<file path="config.mk">
export PLATFORM = sky130hd
export DESIGN_NAME = ckm_cell
export DESIGN_NICKNAME = d
export VERILOG_FILES = /design/src/design/ckm_pkg.sv /design/src/design/ckm_cell.sv
export SDC_FILE = /design/constraint.sdc
export NUM_CORES = 1
export LEC_CHECK = 0
export ABC_AREA = 0
export BUFFER_PORTS_ARGS = -buffer_cell sky130_fd_sc_hd__buf_2
export CAP_MARGIN = 20
export CORE_AREA = 2 2 39 41
export CTS_CLUSTER_DIAMETER = 150
export DETAILED_ROUTE_END_ITERATION = 10
export DIE_AREA = 0 0 41 43
export GPL_ROUTABILITY_DRIVEN = 0
export GPL_TIMING_DRIVEN = 0
export PLACE_DENSITY_LB_ADDON = 0.25
export SLEW_MARGIN = 0
export SYNTH_ARGS = -nofsm -noshare
export SYNTH_HDL_FRONTEND = slang
export SYNTH_SLANG_ARGS = --single-unit
</file>
<file path="constraint.sdc">
create_clock -name i_clk -period 1.22 [get_ports i_clk]
set_input_delay 0.061 -clock i_clk [delete_from_list [all_inputs] [get_ports i_clk]]
set_output_delay 0.061 -clock i_clk [all_outputs]
set_load 0.005 [all_outputs]
</file>
<file path="src/design/ckm_pkg.sv">
// Shared types, constants and a helper function of the caseless keyword matcher.
package ckm_pkg;

    localparam int CHAR_W          = 8;
    localparam int KW_REG_W        = 64;
    localparam int KW_CHARS_PER_REG = KW_REG_W / CHAR_W;
    localparam int LEN_W           = 5;
    localparam int MAX_KEYWORD_DEF = 16;
    localparam int CFG_IDX_W       = 2;

    // Configuration register indexes
    typedef enum logic [CFG_IDX_W-1:0] {
        CFG_KW_LOW  = 2'd0,
        CFG_KW_HIGH = 2'd1,
        CFG_KW_LEN  = 2'd2
    } t_cfg_index;

    // Per-item control broadcast to every cell of the row
    typedef struct packed {
        logic adv;    // an item is accepted this cycle
        logic clear;  // drop all partial matches instead of storing them
    } t_cell_ctrl;

    // Fold ASCII upper-case letters to lower case; other bytes pass unchanged
    function automatic logic [CHAR_W-1:0] fold_char(input logic [CHAR_W-1:0] c);
        logic [CHAR_W-1:0] r;
        r = c;
        if (c >= 8'h41 && c <= 8'h5A) begin
            r = c + 8'h20;
        end
        return r;
    endfunction

endpackage

</file>
<file path="src/design/ckm_cell.sv">
// One matcher cell: holds one bit of the shift-and partial-match vector.
module ckm_cell import ckm_pkg::*; (
    input  logic              i_clk,
    input  logic              i_rst_n,
    input  t_cell_ctrl        i_ctrl,
    input  logic              i_active,
    input  logic [CHAR_W-1:0] i_kw_char,
    input  logic [CHAR_W-1:0] i_text_char,
    input  logic              i_prev,
    output logic              o_cand,
    output logic              o_bit
);

    logic r_bit;
    logic n_bit;
    logic w_eq;

    // Compare the folded keyword character with the folded text character
    assign w_eq   = (fold_char(i_kw_char) == i_text_char);
    assign o_cand = i_prev && w_eq && i_active;

    // Store the candidate unless a match or end of string clears the row
    always_comb begin
        n_bit = r_bit;
        if (i_ctrl.adv) begin
            n_bit = o_cand && !i_ctrl.clear;
        end
    end

    always_ff @(posedge i_clk) begin
        if (!i_rst_n) begin
            r_bit <= 1'b0;
        end else begin
            r_bit <= n_bit;
        end
    end

    assign o_bit = r_bit;

endmodule

</file>
# [Word-level counts from Yosys, hierarchy flattened]
# Cells that the tools add are included.
[op_classes] n_addsub=1 order_cmp=2 n_eq_ne=1 mux=1 reduce_logical=5
[op_table] operator="adder 8 x 6 -> 8 bit, second input constant" n=1
[op_table] operator="equality test 8 bit" n=1
[op_table] operator="greater-or-equal comparator 8 x 7 -> 1 bit, second input constant" n=1
[op_table] operator="less-or-equal comparator 8 x 7 -> 1 bit, second input constant" n=1
[op_table] operator="2-to-1 mux 8 bit" n=1
[op_table] operator="logical AND 1 bit" n=4
[op_table] operator="zero test 1 bit" n=1
[totals] reg_bits=1 inputBits=22 output_inout_bits=2 word_cells=11

# [Depth between registers and ports, before layout]
[depth] word_depth=7 mapped_depth=6 depth_no_buf=6

# [Worst setup path after synthesis]
# No wires, ideal clock.
[synth_timing] path_kind="input port to flip-flop" from="input port i_kw_char[5]" to="register r_bit, in the netlist o_bit" setup_ns=0.118 t_arrival_ns=1.192 required_time_ns=1.102 slack_ns=-0.090 stages=5 n_path_buf=0 cell_sequence="ha_1 or3_1 a2111oi_0 nand4b_1 o21ai_1"
[synth_between] elab_chain_cells=7 elab_cells_between_ends=9 classes_between="1 x add/sub; 2 x order compare; 1 x eq/ne; 1 x mux; 4 x reduce/logical"
[synth_rtl] item="start: declaration" line="ckm_cell.sv:7" text="input logic [CHAR_W-1:0] i_kw_char,"
[synth_rtl] item="greater-or-equal comparator 8 x 7 -> 1 bit / less-or-equal comparator 8 x 7 -> 1 bit (equally long branches)" line="ckm_pkg.sv:28" text="if (c >= 8'h41 && c <= 8'h5A) begin"
[synth_rtl] item="logical AND 1 bit" line="ckm_pkg.sv:28"
[synth_rtl] item="2-to-1 mux 8 bit *" line="ckm_pkg.sv:28"
[synth_rtl] item="equality test 8 bit *" line="ckm_cell.sv:19" text="assign w_eq = (fold_char(i_kw_char) == i_text_char);"
[synth_rtl] item="logical AND 1 bit * (2 in a row)" line="ckm_cell.sv:20" text="assign o_cand = i_prev && w_eq && i_active;"
[synth_rtl] item="logical AND 1 bit *" line="ckm_cell.sv:26" text="n_bit = o_cand && !i_ctrl.clear;"
[synth_rtl] item="end signal: assignment" line="ckm_cell.sv:34" text="r_bit <= n_bit;"
[synth_rtl] item="end: declaration" line="ckm_cell.sv:14" text="logic r_bit;"
# Every way passes the cells marked *; elsewhere a longest branch is shown, timed or not.
# A chain may end at the register's enable or synchronous reset.

# [Worst setup path in the final report]
[layout_timing] from="input port i_kw_char[0]" to="output port o_cand"
[layout_between] elab_chain_cells=6 elab_cells_between_ends=8 classes_between="1 x add/sub; 2 x order compare; 1 x eq/ne; 1 x mux; 3 x reduce/logical"
[layout_rtl] item="greater-or-equal comparator 8 x 7 -> 1 bit / less-or-equal comparator 8 x 7 -> 1 bit (equally long branches)" line="ckm_pkg.sv:28"
[layout_rtl] item="logical AND 1 bit" line="ckm_pkg.sv:28"
[layout_rtl] item="2-to-1 mux 8 bit *" line="ckm_pkg.sv:28"
[layout_rtl] item="equality test 8 bit *" line="ckm_cell.sv:19"
[layout_rtl] item="logical AND 1 bit * (2 in a row)" line="ckm_cell.sv:20"
[layout_rtl] item="end: declaration" line="ckm_cell.sv:10" text="output logic o_cand,"
# Marks and branches as above.

==> flow_summary.toml <==
[power]
peakVddDrop_mv = 0.107
clockPowerShare_pct = 0
power.density_nw_per_um2 = 336
p_comb_share_pct = 79.5
power.leakage_nw = 0.201
finalPower_mw = 0.163
power_switching_mw = 0.0564
swShare_pct = 34.7
p_seq_share_pct = 20.5
intPower_mw = 0.106

[sta]
worst_slew_pin_slew_ns = 0.356
slew_viol_final = 0
rsz0062_at_grt = "true"
fin_crit_ns = 1.45
worst_slack_ns = -0.233
min_period_over_period_pct = 119
slew_headroom_pct = 76.1
fmax_mhz = 688
whs_ns = 0.317
setup_viol_count_final = 2
skew_ns = 0
setup-tns-final_ns = -0.435
hold_viol_final = 0

[worst_setup_path]
worst_r2r_path_depth = 2
path_depth = 7
crit_chain = "buf_6, or4_4, nor3_4, a2111oi_4, nand4b_1, nor2_1, buf_2"
critPathTopFamily = "simple AND/OR/NAND/NOR gates"
startpoint = "i_kw_char[0]"
end_kind = "primary output"
crit_end = "o_cand"
path_max_fanout = 3
critPathSlowestCell = "or4_4"
worstSetupPathType = "input pin to primary output"
r2r-end = "o_bit"
r2r-start = "o_bit"
cp.buffers_inverters = 2
required_ns = 1.16
crit_path_max_incr_delay_ns = 0.55
critPathLaunchType = "input pin"
rrSetupSlack_ns = 0.69
cp.arrival_ns = 1.39

[floorplan]
initial_core_util_pct = 19.3
rows = 14
core_um2 = 1380
die_area_um2 = 1760
ios = 24
dieWidth_um = 41
die_y_um = 43

[placed_design]
dpl_cell_area_um2 = 414
portBuffers = 23

[synthesis]
synth_cell_type_count = 21
yosysSeqAreaShare_pct = 7.51
avgSynthCellArea_um2 = 7.01
synth_top_area_share_pct = 16.4
ys_ff_latch = 1
synth_nets = 61
yosys.area.top_type = "xnor2_1"
synth.cell_area_um2 = 267
ys.warnings.count = 0
syn-instance-count = 38
synthTopCellsByArea = "xnor2_1 16%, dfxtp_1 7.5%, nor2_1 7.0%"

[cells_and_area]
largest_register_ffs = 1
n_antenna_cell = 0
fill_cells = 156
design_area_um2 = 484
layout.nets = 87
drive_gt1_share_pct = 50.0
area_growth_pct = 81.7

[drt]
avgRoutedWirePerCell_um = 9.81
ant_nets = 0
remaining_drc_errors = 0
num_vias = 366
avgViaCountPerCell = 4.69
drtPass1Iterations = 4
drtIter0Drc = 5
wirelength_um = 765

[run_status]
failed_checks = "negative setup slack"
status = "finished with violations"

[clock_tree]
clk_latency_ns = 0
hold_buffers = 0
clkSlewWorstSetupHoldPaths_ns = 0

[flow_run]
maxCapViolCount = 0

[global_routing]
grt_pass1_vias = 325
grt_max_degree = 6
grt_remaining_overflow = 0
grt.total_usage_pct = 8.59
grt_pass1_wl_um = 1170
antenna_found_initial = 0

[hold_path]
hp-class = "input pin to flip-flop"
## Yosys cell counts (all sizes together)
cell type / number
a2111oi: 1
a21oi: 1
dfxtp: 1
ha: 1
inv: 4
nand2: 3
nand3b: 1
nand4: 1
nand4b: 1
nor2: 5
nor3: 2
o2111ai: 2
o211ai: 2
o21ai: 3
o22ai: 1
o31a: 1
or3: 2
or4: 1
xnor2: 5
## logic make-up after synthesis
logic type | share of synthesized area [%]
simple gates | 34.3
compound gates | 31.5
xor+xnor | 16.4
buf+inv | 5.63
fa+ha+maj | 4.69
flops | 7.51
## placed cells by master (no fill, tap or decap), types with 2 or more instances in the layout
cell type,Yosys,layout
buf_2,0,19
nor2_1,5,5
xnor2_1,5,5
inv_1,4,4
nand2_1,3,3
o21ai_1,2,3
o2111ai_1,2,2
o211ai_1,2,2
buf_8,0,2
buf_6,0,2
## metrics by stage
| stage | util [%] | worst slack [ns] | cells |
|---|---|---|---|
| final | 35.0 | -0.233 | 78 |
| after global placement | 29.9 | -0.365 | 77 |
| after floorplan | - | -0.0288 | 38 |
| after detailed placement | 29.9 | -0.299 | 77 |
| after global routing | 35.0 | -0.322 | 78 |
| after CTS | 32.7 | -0.301 | 78 |
## tightest hold or removal path, cell delays in order
cell and delay (ns):
buf_2 0.09, nand3b_1 0.06, o21ai_1 0.06
## power by group through the flow
| stage | clock, mW | sequential, mW | combinational [mW] |
|---|---|---|---|
| 6_report | 0 | 0.0334 | 0.129 |
| 5_1_grt | 0 | 0.0334 | 0.144 |
| 4_1_cts | 0 | 0.0334 | 0.119 |
| 3_3_place_gp | 0 | 0.0334 | 0.103 |
| 2_1_floorplan | 0 | 0.0334 | 0.0486 |
| 3_5_place_dp | 0 | 0.0334 | 0.104 |
## per-layer routing
metal | vias up | track usage [%] | wire length [um]
li1 | 192 | - | -
met1 | 155 | 10.4 | 286
met2 | 19 | 16.3 | 386
met3 | 0 | 0.524 | 92
met4 | 0 | 0 | 0
met5 | - | 0 | 0
## final cells by class
class / instances / area (um^2) / area share, %
multi-input cells: 33 / 274 / 56.6
repair buffers: 24 / 155 / 32.0
flip-flops and latches: 1 / 20.0 / 4.13
well taps: 16 / 20.0 / 4.13
inverters: 4 / 15.0 / 3.10
## timing repair
action                                  4_1_cts  5_1_grt
endpoints found under the setup margin        2        2
hold endpoints to repair                      0        0
buffers inserted                              1        0
resized for setup                             8        7
pin swaps                                     5        5
## worst min-delay path by stage
stage                     depth (start not counted)     to     from
after CTS                                         3  o_bit  i_rst_n
after global routing                              3  o_bit  i_rst_n
after detailed placement                          3  o_bit  i_rst_n
final                                             3  o_bit  i_rst_n
after floorplan                                   2  o_bit  i_rst_n
after global placement                            3  o_bit  i_rst_n
Note: power is estimated with default switching activity, not from simulation.
